<file path="src/hw/rtl/tkc_pkg.sv">
// ============================================================================
// Touch keypad calculator package
// Shared item types, key and operator codes, keypad zone tables and the
// zone classification function.
// ============================================================================
`default_nettype none

package tkc_pkg;

    // Default width of the calculator datapath.
    localparam int DATA_WIDTH_DEF = 16;

    // Field widths of the items.
    localparam int COORD_W = 10;
    localparam int KEY_W   = 5;
    localparam int OP_W    = 3;
    localparam int VALUE_W = 16;

    // Depth of the key queue between the front and the back.
    localparam int QUEUE_DEPTH = 2;

    // Key codes.
    localparam logic [KEY_W-1:0] KEY_NONE      = 5'd0;
    localparam logic [KEY_W-1:0] KEY_DIGIT_MAX = 5'd9;
    localparam logic [KEY_W-1:0] KEY_ZERO      = 5'd10;
    localparam logic [KEY_W-1:0] KEY_CLEAR     = 5'd11;
    localparam logic [KEY_W-1:0] KEY_DIV       = 5'd12;
    localparam logic [KEY_W-1:0] KEY_ADD       = 5'd13;
    localparam logic [KEY_W-1:0] KEY_SUB       = 5'd14;
    localparam logic [KEY_W-1:0] KEY_MUL       = 5'd15;
    localparam logic [KEY_W-1:0] KEY_EQUALS    = 5'd16;

    // Pending operator codes.
    localparam logic [OP_W-1:0] OP_NONE = 3'd0;
    localparam logic [OP_W-1:0] OP_ADD  = 3'd1;
    localparam logic [OP_W-1:0] OP_SUB  = 3'd2;
    localparam logic [OP_W-1:0] OP_MUL  = 3'd3;
    localparam logic [OP_W-1:0] OP_DIV  = 3'd4;

    // Keypad geometry; all bounds are strict.
    localparam logic [COORD_W-1:0] NO_TOUCH_LIMIT = 10'd1000;
    localparam logic [COORD_W-1:0] ROW_EDGE [5] =
        '{10'd150, 10'd365, 10'd580, 10'd780, 10'd1000};
    localparam logic [COORD_W-1:0] COL_HI [4] = '{10'd915, 10'd745, 10'd515, 10'd290};
    localparam logic [COORD_W-1:0] COL_LO [4] = '{10'd745, 10'd515, 10'd290, 10'd100};
    localparam logic [KEY_W-1:0] ZONE_KEY [4][4] = '{
        '{5'd1,  5'd4,  5'd7,  5'd11},
        '{5'd2,  5'd5,  5'd8,  5'd10},
        '{5'd3,  5'd6,  5'd9,  5'd12},
        '{5'd13, 5'd14, 5'd15, 5'd16}
    };

    // Back end sequencer states.
    typedef enum logic [1:0] {
        BK_IDLE,
        BK_EXEC,
        BK_DIV,
        BK_FIN
    } bk_state_t;

    // One touch sample.
    typedef struct packed {
        logic [COORD_W-1:0] x_sample;
        logic [COORD_W-1:0] y_sample;
    } in_item_t;

    // One calculator result.
    typedef struct packed {
        logic [KEY_W-1:0]          key_code;
        logic                      pressed;
        logic signed [VALUE_W-1:0] entry_value;
        logic signed [VALUE_W-1:0] first_operand;
        logic [OP_W-1:0]           pending_op;
        logic signed [VALUE_W-1:0] answer;
        logic                      div_error;
    } out_item_t;

    // Maps a sample to its keypad zone. Rows and columns do not overlap,
    // so at most one zone matches.
    function automatic logic [KEY_W-1:0] classify_key(
        input logic [COORD_W-1:0] x,
        input logic [COORD_W-1:0] y
    );
        logic [KEY_W-1:0] key;
        key = KEY_NONE;
        if (!(x > NO_TOUCH_LIMIT && y > NO_TOUCH_LIMIT))
        begin
            for (int r = 0; r < 4; r++)
            begin
                for (int c = 0; c < 4; c++)
                begin
                    if (y > ROW_EDGE[r] && y < ROW_EDGE[r+1] &&
                        x > COL_LO[c] && x < COL_HI[c])
                    begin
                        key = ZONE_KEY[r][c];
                    end
                end
            end
        end
        return key;
    endfunction

endpackage

`default_nettype wire

</file>
<file path="src/hw/rtl/tkc_front.sv">
// ============================================================================
// Touch keypad front end
// Accepts touch samples, sorts each into a key code and hands it to the
// key queue through a one-entry holding register.
// ============================================================================
`default_nettype none

module tkc_front (
    input  wire logic                          clk,
    input  wire logic                          rst_n,
    input  wire logic                          sample_valid,
    output logic                               sample_stall,
    input  wire tkc_pkg::in_item_t             sample,
    output logic                               push,
    output logic [tkc_pkg::KEY_W-1:0]          push_key,
    input  wire logic                          queue_ready
);

    logic                     hold_valid_reg;
    logic                     hold_valid_next;
    logic [tkc_pkg::KEY_W-1:0] hold_key_reg;
    logic                     accept;

    // Handshake: the holding register frees up as soon as the queue takes it.
    always_comb
    begin
        push            = hold_valid_reg && queue_ready;
        sample_stall    = hold_valid_reg && !queue_ready;
        accept          = sample_valid && !sample_stall;
        push_key        = hold_key_reg;
        hold_valid_next = accept ? 1'b1 : (push ? 1'b0 : hold_valid_reg);
    end

    // Valid flag of the holding register.
    always_ff @(posedge clk or negedge rst_n)
    begin
        if (!rst_n)
        begin
            hold_valid_reg <= 1'b0;
        end
        else
        begin
            hold_valid_reg <= hold_valid_next;
        end
    end

    // Classified key of the accepted sample.
    always_ff @(posedge clk)
    begin
        if (accept)
        begin
            hold_key_reg <= tkc_pkg::classify_key(sample.x_sample, sample.y_sample);
        end
    end

endmodule

`default_nettype wire

</file>
<file path="src/hw/rtl/tkc_queue.sv">
// ============================================================================
// Touch keypad key queue
// Short first-in first-out queue of key codes between the front and back.
// ============================================================================
`default_nettype none

module tkc_queue (
    input  wire logic                      clk,
    input  wire logic                      rst_n,
    input  wire logic                      push,
    input  wire logic [tkc_pkg::KEY_W-1:0] push_key,
    output logic                           ready,
    output logic                           pop_valid,
    output logic [tkc_pkg::KEY_W-1:0]      pop_key,
    input  wire logic                      pop
);

    localparam int DEPTH = tkc_pkg::QUEUE_DEPTH;
    localparam int PTR_W = (DEPTH > 1) ? $clog2(DEPTH) : 1;
    localparam int CNT_W = $clog2(DEPTH + 1);

    logic [tkc_pkg::KEY_W-1:0] entry_reg [DEPTH];
    logic [PTR_W-1:0]          wr_ptr_reg;
    logic [PTR_W-1:0]          rd_ptr_reg;
    logic [CNT_W-1:0]          count_reg;
    logic                      do_push;
    logic                      do_pop;

    // Status toward both sides.
    always_comb
    begin
        ready     = count_reg != CNT_W'(DEPTH);
        pop_valid = count_reg != '0;
        pop_key   = entry_reg[rd_ptr_reg];
        do_push   = push && ready;
        do_pop    = pop && pop_valid;
    end

    // Pointers and fill count.
    always_ff @(posedge clk or negedge rst_n)
    begin
        if (!rst_n)
        begin
            wr_ptr_reg <= '0;
            rd_ptr_reg <= '0;
            count_reg  <= '0;
        end
        else
        begin
            if (do_push)
            begin
                wr_ptr_reg <= (wr_ptr_reg == PTR_W'(DEPTH - 1)) ? '0 : wr_ptr_reg + 1'b1;
            end
            if (do_pop)
            begin
                rd_ptr_reg <= (rd_ptr_reg == PTR_W'(DEPTH - 1)) ? '0 : rd_ptr_reg + 1'b1;
            end
            if (do_push && !do_pop)
            begin
                count_reg <= count_reg + 1'b1;
            end
            else if (do_pop && !do_push)
            begin
                count_reg <= count_reg - 1'b1;
            end
        end
    end

    // Storage.
    always_ff @(posedge clk)
    begin
        if (do_push)
        begin
            entry_reg[wr_ptr_reg] <= push_key;
        end
    end

endmodule

`default_nettype wire

</file>
<file path="src/hw/rtl/tkc_divider.sv">
// ============================================================================
// Touch keypad divider
// Iterative signed divider, one quotient bit per cycle, truncating toward
// zero. The divisor must be nonzero.
// ============================================================================
`default_nettype none

module tkc_divider #(
    parameter int DATA_WIDTH = tkc_pkg::DATA_WIDTH_DEF
) (
    input  wire logic                  clk,
    input  wire logic                  rst_n,
    input  wire logic                  start,
    input  wire logic [DATA_WIDTH-1:0] dividend,
    input  wire logic [DATA_WIDTH-1:0] divisor,
    output logic                       done,
    output logic [DATA_WIDTH-1:0]      quotient
);

    localparam int CNT_W = $clog2(DATA_WIDTH + 1);

    logic [DATA_WIDTH-1:0] rem_reg;
    logic [DATA_WIDTH-1:0] quo_reg;
    logic [DATA_WIDTH-1:0] den_reg;
    logic                  neg_reg;
    logic [CNT_W-1:0]      cnt_reg;
    logic                  busy_reg;
    logic                  done_reg;
    logic [DATA_WIDTH:0]   shifted;
    logic [DATA_WIDTH:0]   diff;
    logic [DATA_WIDTH-1:0] dividend_mag;
    logic [DATA_WIDTH-1:0] divisor_mag;

    // One restoring step and the operand magnitudes.
    always_comb
    begin
        shifted      = {rem_reg, quo_reg[DATA_WIDTH-1]};
        diff         = shifted - {1'b0, den_reg};
        dividend_mag = dividend[DATA_WIDTH-1] ? (~dividend + 1'b1) : dividend;
        divisor_mag  = divisor[DATA_WIDTH-1] ? (~divisor + 1'b1) : divisor;
        done         = done_reg;
        quotient     = neg_reg ? (~quo_reg + 1'b1) : quo_reg;
    end

    // Control: busy flag, step count and done pulse.
    always_ff @(posedge clk or negedge rst_n)
    begin
        if (!rst_n)
        begin
            busy_reg <= 1'b0;
            done_reg <= 1'b0;
            cnt_reg  <= '0;
        end
        else
        begin
            done_reg <= 1'b0;
            if (start)
            begin
                busy_reg <= 1'b1;
                cnt_reg  <= CNT_W'(DATA_WIDTH);
            end
            else if (busy_reg)
            begin
                cnt_reg <= cnt_reg - 1'b1;
                if (cnt_reg == CNT_W'(1))
                begin
                    busy_reg <= 1'b0;
                    done_reg <= 1'b1;
                end
            end
        end
    end

    // Datapath: the quotient shifts in as the dividend shifts out.
    // The partial remainder stays below the divisor, so it fits the data width.
    always_ff @(posedge clk)
    begin
        if (start)
        begin
            rem_reg <= '0;
            quo_reg <= dividend_mag;
            den_reg <= divisor_mag;
            neg_reg <= dividend[DATA_WIDTH-1] ^ divisor[DATA_WIDTH-1];
        end
        else if (busy_reg)
        begin
            if (!diff[DATA_WIDTH])
            begin
                rem_reg <= diff[DATA_WIDTH-1:0];
                quo_reg <= {quo_reg[DATA_WIDTH-2:0], 1'b1};
            end
            else
            begin
                rem_reg <= shifted[DATA_WIDTH-1:0];
                quo_reg <= {quo_reg[DATA_WIDTH-2:0], 1'b0};
            end
        end
    end

endmodule

`default_nettype wire

</file>
<file path="src/hw/rtl/tkc_back.sv">
// ============================================================================
// Touch keypad back end
// Takes key codes from the queue, runs the calculator state and presents
// one result item per key in an output register.
// ============================================================================
`default_nettype none

module tkc_back #(
    parameter int DATA_WIDTH = tkc_pkg::DATA_WIDTH_DEF
) (
    input  wire logic                      clk,
    input  wire logic                      rst_n,
    input  wire logic                      key_valid,
    input  wire logic [tkc_pkg::KEY_W-1:0] key,
    output logic                           key_pop,
    output logic                           result_valid,
    input  wire logic                      result_stall,
    output tkc_pkg::out_item_t             result
);

    localparam int DW = DATA_WIDTH;
    localparam int VW = tkc_pkg::VALUE_W;

    tkc_pkg::bk_state_t        state_reg, state_next;
    logic                      held_reg, held_next;
    logic [DW-1:0]             entry_reg, entry_next;
    logic [DW-1:0]             operand_reg, operand_next;
    logic [tkc_pkg::OP_W-1:0]  op_reg, op_next;
    logic [DW-1:0]             answer_reg, answer_next;
    logic                      error_reg, error_next;
    logic [tkc_pkg::KEY_W-1:0] key_reg, key_next;
    logic [DW-1:0]             res_reg, res_next;
    logic                      res_err_reg, res_err_next;
    logic                      out_valid_reg, out_valid_next;
    tkc_pkg::out_item_t        out_reg, out_next;
    logic                      out_load;
    logic                      slot_free;
    logic                      div_start;
    logic                      div_done;
    logic [DW-1:0]             div_quo;

    tkc_divider #(
        .DATA_WIDTH (DATA_WIDTH)
    ) u_divider (
        .clk      (clk),
        .rst_n    (rst_n),
        .start    (div_start),
        .dividend (operand_reg),
        .divisor  (entry_reg),
        .done     (div_done),
        .quotient (div_quo)
    );

    // Sequencer: key actions, equals evaluation and result assembly.
    always_comb
    begin
        state_next   = state_reg;
        held_next    = held_reg;
        entry_next   = entry_reg;
        operand_next = operand_reg;
        op_next      = op_reg;
        answer_next  = answer_reg;
        error_next   = error_reg;
        key_next     = key_reg;
        res_next     = res_reg;
        res_err_next = res_err_reg;
        key_pop      = 1'b0;
        div_start    = 1'b0;
        out_load     = 1'b0;
        slot_free    = !out_valid_reg || !result_stall;

        unique case (state_reg)
            tkc_pkg::BK_IDLE:
            begin
                if (key_valid && slot_free)
                begin
                    key_pop   = 1'b1;
                    key_next  = key;
                    held_next = key != tkc_pkg::KEY_NONE;
                    out_load  = 1'b1;
                    // A key acts only on the release-to-press edge.
                    if (key != tkc_pkg::KEY_NONE && !held_reg)
                    begin
                        priority if (key <= tkc_pkg::KEY_DIGIT_MAX)
                        begin
                            entry_next = DW'(entry_reg * 10) + DW'(key);
                        end
                        else if (key == tkc_pkg::KEY_ZERO)
                        begin
                            entry_next = DW'(entry_reg * 10);
                        end
                        else if (key == tkc_pkg::KEY_CLEAR)
                        begin
                            entry_next   = '0;
                            operand_next = '0;
                            answer_next  = '0;
                            op_next      = tkc_pkg::OP_NONE;
                            error_next   = 1'b0;
                        end
                        else if (key == tkc_pkg::KEY_EQUALS)
                        begin
                            // Equals without a valid pending operator changes nothing.
                            if (op_reg >= tkc_pkg::OP_ADD && op_reg <= tkc_pkg::OP_DIV)
                            begin
                                state_next = tkc_pkg::BK_EXEC;
                                out_load   = 1'b0;
                            end
                        end
                        else
                        begin
                            // Operator keys latch the entry as the first operand.
                            operand_next = entry_reg;
                            entry_next   = '0;
                            unique case (key)
                                tkc_pkg::KEY_DIV: op_next = tkc_pkg::OP_DIV;
                                tkc_pkg::KEY_ADD: op_next = tkc_pkg::OP_ADD;
                                tkc_pkg::KEY_SUB: op_next = tkc_pkg::OP_SUB;
                                default:          op_next = tkc_pkg::OP_MUL;
                            endcase
                        end
                    end
                end
            end

            tkc_pkg::BK_EXEC:
            begin
                res_err_next = 1'b0;
                state_next   = tkc_pkg::BK_FIN;
                unique case (op_reg)
                    tkc_pkg::OP_ADD: res_next = operand_reg + entry_reg;
                    tkc_pkg::OP_SUB: res_next = operand_reg - entry_reg;
                    tkc_pkg::OP_MUL: res_next = DW'(operand_reg * entry_reg);
                    default:
                    begin
                        // Divide: a zero divisor gives zero and flags an error.
                        if (entry_reg == '0)
                        begin
                            res_next     = '0;
                            res_err_next = 1'b1;
                        end
                        else
                        begin
                            div_start  = 1'b1;
                            state_next = tkc_pkg::BK_DIV;
                        end
                    end
                endcase
            end

            tkc_pkg::BK_DIV:
            begin
                if (div_done)
                begin
                    res_next   = div_quo;
                    state_next = tkc_pkg::BK_FIN;
                end
            end

            tkc_pkg::BK_FIN:
            begin
                answer_next  = res_reg;
                error_next   = res_err_reg;
                entry_next   = '0;
                operand_next = '0;
                op_next      = tkc_pkg::OP_NONE;
                out_load     = 1'b1;
                state_next   = tkc_pkg::BK_IDLE;
            end

            default:
            begin
                state_next = tkc_pkg::BK_IDLE;
            end
        endcase

        // Result item from the updated state.
        out_next.key_code      = key_next;
        out_next.pressed       = held_next;
        out_next.entry_value   = VW'(entry_next);
        out_next.first_operand = VW'(operand_next);
        out_next.pending_op    = op_next;
        out_next.answer        = VW'(answer_next);
        out_next.div_error     = error_next;

        out_valid_next = out_load ? 1'b1 : (slot_free ? 1'b0 : out_valid_reg);
        result_valid   = out_valid_reg;
        result         = out_reg;
    end

    // Calculator state and control registers.
    always_ff @(posedge clk or negedge rst_n)
    begin
        if (!rst_n)
        begin
            state_reg     <= tkc_pkg::BK_IDLE;
            held_reg      <= 1'b0;
            entry_reg     <= '0;
            operand_reg   <= '0;
            op_reg        <= tkc_pkg::OP_NONE;
            answer_reg    <= '0;
            error_reg     <= 1'b0;
            out_valid_reg <= 1'b0;
        end
        else
        begin
            state_reg     <= state_next;
            held_reg      <= held_next;
            entry_reg     <= entry_next;
            operand_reg   <= operand_next;
            op_reg        <= op_next;
            answer_reg    <= answer_next;
            error_reg     <= error_next;
            out_valid_reg <= out_valid_next;
        end
    end

    // Payload registers.
    always_ff @(posedge clk)
    begin
        key_reg     <= key_next;
        res_reg     <= res_next;
        res_err_reg <= res_err_next;
        if (out_load)
        begin
            out_reg <= out_next;
        end
    end

endmodule

`default_nettype wire

</file>
<file path="src/hw/rtl/touch_keypad_calculator_top.sv">
// ============================================================================
// Touch keypad calculator
// Sorts touch samples into keypad keys and runs a four-function calculator.
// ============================================================================
// Usage: the sample channel takes one touch item (x_sample, y_sample) per
// accepted handshake; the result channel returns exactly one item per
// sample, in order, with the key code, held flag and calculator state.
// An item is taken at a clock edge where valid is high and stall is low.
// Each key passes the front holding register, where it is classified, the
// key queue, and the back end, which updates the state and loads the output
// register. An equals key with a pending operator also passes the execute
// and finish states, and a divide waits in the divide state for the divider.
// Ordinary keys flow at one item per cycle while the receiver does not
// stall; the back end sequencer takes no new key while it evaluates an equals.
// Reset clears all calculator state, the queue and both valid flags.
// When the receiver stalls, the result holds in the output register, the
// key queue and the front holding register fill, and then sample_stall
// rises until the receiver takes the waiting result.
// ============================================================================
`default_nettype none

module touch_keypad_calculator_top #(
    parameter int DATA_WIDTH = tkc_pkg::DATA_WIDTH_DEF
) (
    input  wire logic              clk,
    input  wire logic              rst_n,
    input  wire logic              sample_valid,
    output logic                   sample_stall,
    input  wire tkc_pkg::in_item_t sample,
    output logic                   result_valid,
    input  wire logic              result_stall,
    output tkc_pkg::out_item_t     result
);

    logic                      push;
    logic [tkc_pkg::KEY_W-1:0] push_key;
    logic                      queue_ready;
    logic                      key_valid;
    logic [tkc_pkg::KEY_W-1:0] key;
    logic                      key_pop;

    tkc_front u_front (
        .clk          (clk),
        .rst_n        (rst_n),
        .sample_valid (sample_valid),
        .sample_stall (sample_stall),
        .sample       (sample),
        .push         (push),
        .push_key     (push_key),
        .queue_ready  (queue_ready)
    );

    tkc_queue u_queue (
        .clk       (clk),
        .rst_n     (rst_n),
        .push      (push),
        .push_key  (push_key),
        .ready     (queue_ready),
        .pop_valid (key_valid),
        .pop_key   (key),
        .pop       (key_pop)
    );

    tkc_back #(
        .DATA_WIDTH (DATA_WIDTH)
    ) u_back (
        .clk          (clk),
        .rst_n        (rst_n),
        .key_valid    (key_valid),
        .key          (key),
        .key_pop      (key_pop),
        .result_valid (result_valid),
        .result_stall (result_stall),
        .result       (result)
    );

`ifndef SYNTH
    // The back end takes a key only when the output register can hold its result.
    assert property (@(posedge clk) disable iff (!rst_n)
        key_pop |-> (key_valid && (!result_valid || !result_stall)))
        else $error("key taken without room for its result");

    // A divide-by-zero error always comes with a zero answer.
    assert property (@(posedge clk) disable iff (!rst_n)
        (result_valid && result.div_error) |-> (result.answer == '0))
        else $error("error flag set with a nonzero answer");

    // The held flag follows whether the sample hit a key.
    assert property (@(posedge clk) disable iff (!rst_n)
        result_valid |-> (result.pressed == (result.key_code != tkc_pkg::KEY_NONE)))
        else $error("held flag disagrees with key code");

    // Only defined operator codes are ever pending.
    assert property (@(posedge clk) disable iff (!rst_n)
        result_valid |-> (result.pending_op <= tkc_pkg::OP_DIV))
        else $error("undefined pending operator");
`endif

endmodule

`default_nettype wire
</file>
<file path="config.mk">
export PLATFORM = sky130hd
export DESIGN_NAME = touch_keypad_calculator_top
export DESIGN_NICKNAME = d
export VERILOG_FILES = /design/src/hw/rtl/tkc_pkg.sv /design/src/hw/rtl/tkc_front.sv /design/src/hw/rtl/tkc_queue.sv /design/src/hw/rtl/tkc_divider.sv /design/src/hw/rtl/tkc_back.sv /design/src/hw/rtl/touch_keypad_calculator_top.sv
export SDC_FILE = /design/constraint.sdc
export NUM_CORES = 1
export LEC_CHECK = 0
export BUFFER_PORTS_ARGS = -buffer_cell sky130_fd_sc_hd__buf_4
export CAP_MARGIN = 20
export CORE_MARGIN = 1
export CORE_UTILIZATION = 30
export DETAILED_ROUTE_END_ITERATION = 12
export SLEW_MARGIN = 10
export SYNTH_ARGS = -nofsm -noshare
export SYNTH_HDL_FRONTEND = slang
export SYNTH_SLANG_ARGS = --single-unit
</file>
<file path="constraint.sdc">
create_clock -name clk -period 10.6 [get_ports clk]
set_input_delay 2.12 -clock clk [delete_from_list [all_inputs] [get_ports clk]]
set_output_delay 2.12 -clock clk [all_outputs]
set_load 0.03 [all_outputs]
</file>
==> results.sh <==
export IMPL_multi_input_area_um2=9810
export IMPL_grt_pass1_wl_um=71800
export IMPL_start_util_pct=30.3
export IMPL_syn_inst=1733
export IMPL_peakVddDrop_mv=0.0842
export IMPL_instances_no_fill=2541
export IMPL_fin_area_um2=18900
export IMPL_core_rowCount=86
export IMPL_setup_ws_ps=4190
export IMPL_top_register="u_back.result"
export IMPL_cts_made_buffers=24
export IMPL_ant_nets=0
export IMPL_critical_path_top_delay_family="adder cells"
export IMPL_cts_tree="yes"
export IMPL_end_kind="register"
export IMPL_fmax_mhz=156
export IMPL_slew_headroom_pct=29.8
export IMPL_clock_sinks=212
export IMPL_core_area_um2=55000
export IMPL_ys_ff_latch=212
export IMPL_switching_share_pct=23.3
export IMPL_final_max_slew_viol_count=0
export IMPL_drive_above_1_share_pct=9.70
export IMPL_p_leak_nw=7.99
export IMPL_netlist_top_cells_count="nand2_1 (179), inv_1 (172), edfxtp_1 (123)"
export IMPL_die_h_um=238
export IMPL_ff_latch_area_um2=5820
export IMPL_setup_tns_ps=0
export IMPL_crit_top_cell="fa_1"
export IMPL_max_stage_delay_ps=900
export IMPL_dieWidth_um=238
export IMPL_wl_um=45100
export IMPL_critPathLaunchType="register"
export IMPL_p_sw_mw=0.465
export IMPL_num_vias=12900
export IMPL_setup_viol=0
export IMPL_rsz0062_at_grt="false"
export IMPL_root_buffer="clkbuf_16"
export IMPL_cts_setup_buffers=0
export IMPL_cellInternalPower_mw=1.53
export IMPL_viasPerCell=5.07
export IMPL_arrival_ps=6690
export IMPL_synthArstFlopShare_pct=32.1
export IMPL_hold_class="register to register"
export IMPL_power_frac_comb_pct=8.7
export IMPL_dp_final_hpwl_um=33300
export IMPL_syn_nets=1959
export IMPL_clkLatencyLatePin_ps=540
export IMPL_ys_seq_area_share_pct=34.9
export IMPL_area_delta_synth_final_pct=13.1
export IMPL_fin_crit_ps=6410
export IMPL_cellPowerDensity_nw_per_um2=106
export IMPL_slowest_stage="dfrtp_1"
export IMPL_synth_edf_count=123
export IMPL_drc_errors=0
export IMPL_run_status="finished, final reports clean"
export IMPL_hold_violations=0
export IMPL_n_antenna_cell=0
export IMPL_grt_pass1_vias=13000
export IMPL_ys_flop_type="edfxtp_1"
export IMPL_cp_max_fo=22
export IMPL_yosysTopAreaCellShare_pct=22.2
export IMPL_htreeDepth=1
export IMPL_wl_per_cell_um=17.8
export IMPL_gp_congestion=0.895
export IMPL_cp_num_buf_inv=3
export IMPL_maxCapViolCount=0
export IMPL_place_inst=2496
export IMPL_io_pins=84
export IMPL_largest_register_ffs=58
export IMPL_layout_nets=2002
export IMPL_clk_pin_slew_ps=60
export IMPL_initialDrtViolationCount=882
export IMPL_drt_pass1_iter_count=5
export IMPL_antenna_found_initial=0
export IMPL_clk_path_buf_depth=3
export IMPL_nFillCells=5612
export IMPL_grt_ovfl_total=0
export IMPL_fin_crit_sh_pct=60.5
export IMPL_avgSynthCellArea_um2=9.62
export IMPL_dieArea_um2=56500
export IMPL_r2r_slack_ps=4190
export IMPL_synth_most_common_cell="nand2_1"
export IMPL_yosys_area_top_type="edfxtp_1"
export IMPL_yosysWarningCount=0
export IMPL_crit_chain="nand2_1, fa_1, fa_1, fa_1, fa_1, inv_1, fa_1, inv_1, fa_1, inv_1, ha_1, a21o_1, a21o_1, o211a_1, or3_1, a311oi_1, a32oi_1"
export IMPL_grt_max_degree=69
export IMPL_syn_cell_area_um2=16700
export IMPL_ys_types=103
export IMPL_cts_resized_gates=0
export IMPL_worst_slew_pin_slew_ps=1050
export IMPL_grtUsageTotal_pct=16.0
export IMPL_io_buffer_count=83
export IMPL_p_seq_share_pct=45.5
export IMPL_critPathKind="register to register"
export IMPL_cts_hold_buf=0
export IMPL_clock_skew_ps=18.3
export IMPL_synth_area_top_cells="edfxtp_1 (22%), dfrtp_1 (10%), fa_1 (10%), ha_1 (8.9%), xnor2_1 (4.2%)"
export IMPL_dp_slack_ps=4210
export IMPL_cp_required_ps=10870
export IMPL_clockPowerShare_pct=45.8
export IMPL_dpl_instance_area_um2=17900
==> cells by family (layout without fill, tap and decap cells) <==
family / after synthesis / in the layout / share of synthesized area (%)
AO/OA/AOI/OAI: 396 / 396 / 15.7
XOR/XNOR: 133 / 133 / 7.07
adder cells (fa/ha/maj): 202 / 202 / 18.9
buffers and inverters: 256 / 316 / 6.30
flip-flops: 212 / 212 / 34.9
multiplexers: 10 / 10 / 0.638
AND/OR/NAND/NOR: 524 / 524 / 16.4
==> cell usage in the layout, fill, tap and decap left out, types with 74 or more instances in the layout <==
| cell | n |
|---|---|
| buf_4 | 97 |
| edfxtp_1 | 123 |
| o21ai_0 | 104 |
| xnor2_1 | 80 |
| and2_1 | 74 |
| inv_1 | 172 |
| a21oi_1 | 78 |
| fa_1 | 84 |
| nand2_1 | 179 |
| nor2_1 | 77 |
| ha_1 | 118 |
==> metrics by stage <==
step | hold slack (ps) | utilization (%) | power [mW]
5_1_grt | 463 | 34.3 | 2.07
6_report | 445 | 34.3 | 1.99
2_1_floorplan | 421 | - | 1.04
3_5_place_dp | 434 | 32.6 | 1.10
4_1_cts | 446 | 34.2 | 2.02
3_3_place_gp | 428 | 32.6 | 1.09
==> area by class of cell <==
| cell class | instances | share of cell area, % |
|---|---|---|
| tap | 748 | 4.96 |
| multi-input combinational | 1265 | 52.0 |
| timing repair buffer | 99 | 4.11 |
| clock inverter | 12 | 0.989 |
| clock buffer | 31 | 3.60 |
| sequential | 212 | 30.8 |
| inverter | 174 | 3.46 |
==> power by group through the flow <==
stage | sequential [mW] | combinational [mW] | clock, mW
after floorplan | 0.922 | 0.122 | 0
after global placement | 0.924 | 0.168 | 0
after detailed placement | 0.925 | 0.171 | 0
after CTS | 0.908 | 0.172 | 0.941
after global routing | 0.910 | 0.190 | 0.968
final | 0.908 | 0.173 | 0.913
==> path summary, 6_finish.rpt <==
kind | start | endpoint | cells past startpoint
setup reg to reg | u_back.entry_reg[3] | u_back.res_reg[15] | 17
min in group asynchronous | rst_n | u_back.operand_reg[10] | 1
max in group asynchronous | rst_n | u_back.result_valid | 2
hold / removal | u_front.push_key[2] | u_queue.entry_reg[0][2] | 0
hold reg to reg | u_front.push_key[2] | u_queue.entry_reg[0][2] | 0
setup / recovery | u_back.entry_reg[3] | u_back.res_reg[15] | 17
==> routing by layer <==
| metal | GRT usage, % | up-vias | wire length (um) |
|---|---|---|---|
| met4 | 3.91 | 0 | 971 |
| met5 | 0 | - | 0 |
| met2 | 27.1 | 309 | 21300 |
| met1 | 21.3 | 6359 | 20800 |
| met3 | 2.36 | 75 | 2020 |
| li1 | - | 6136 | - |
Note: power is estimated with default switching activity, not from simulation.
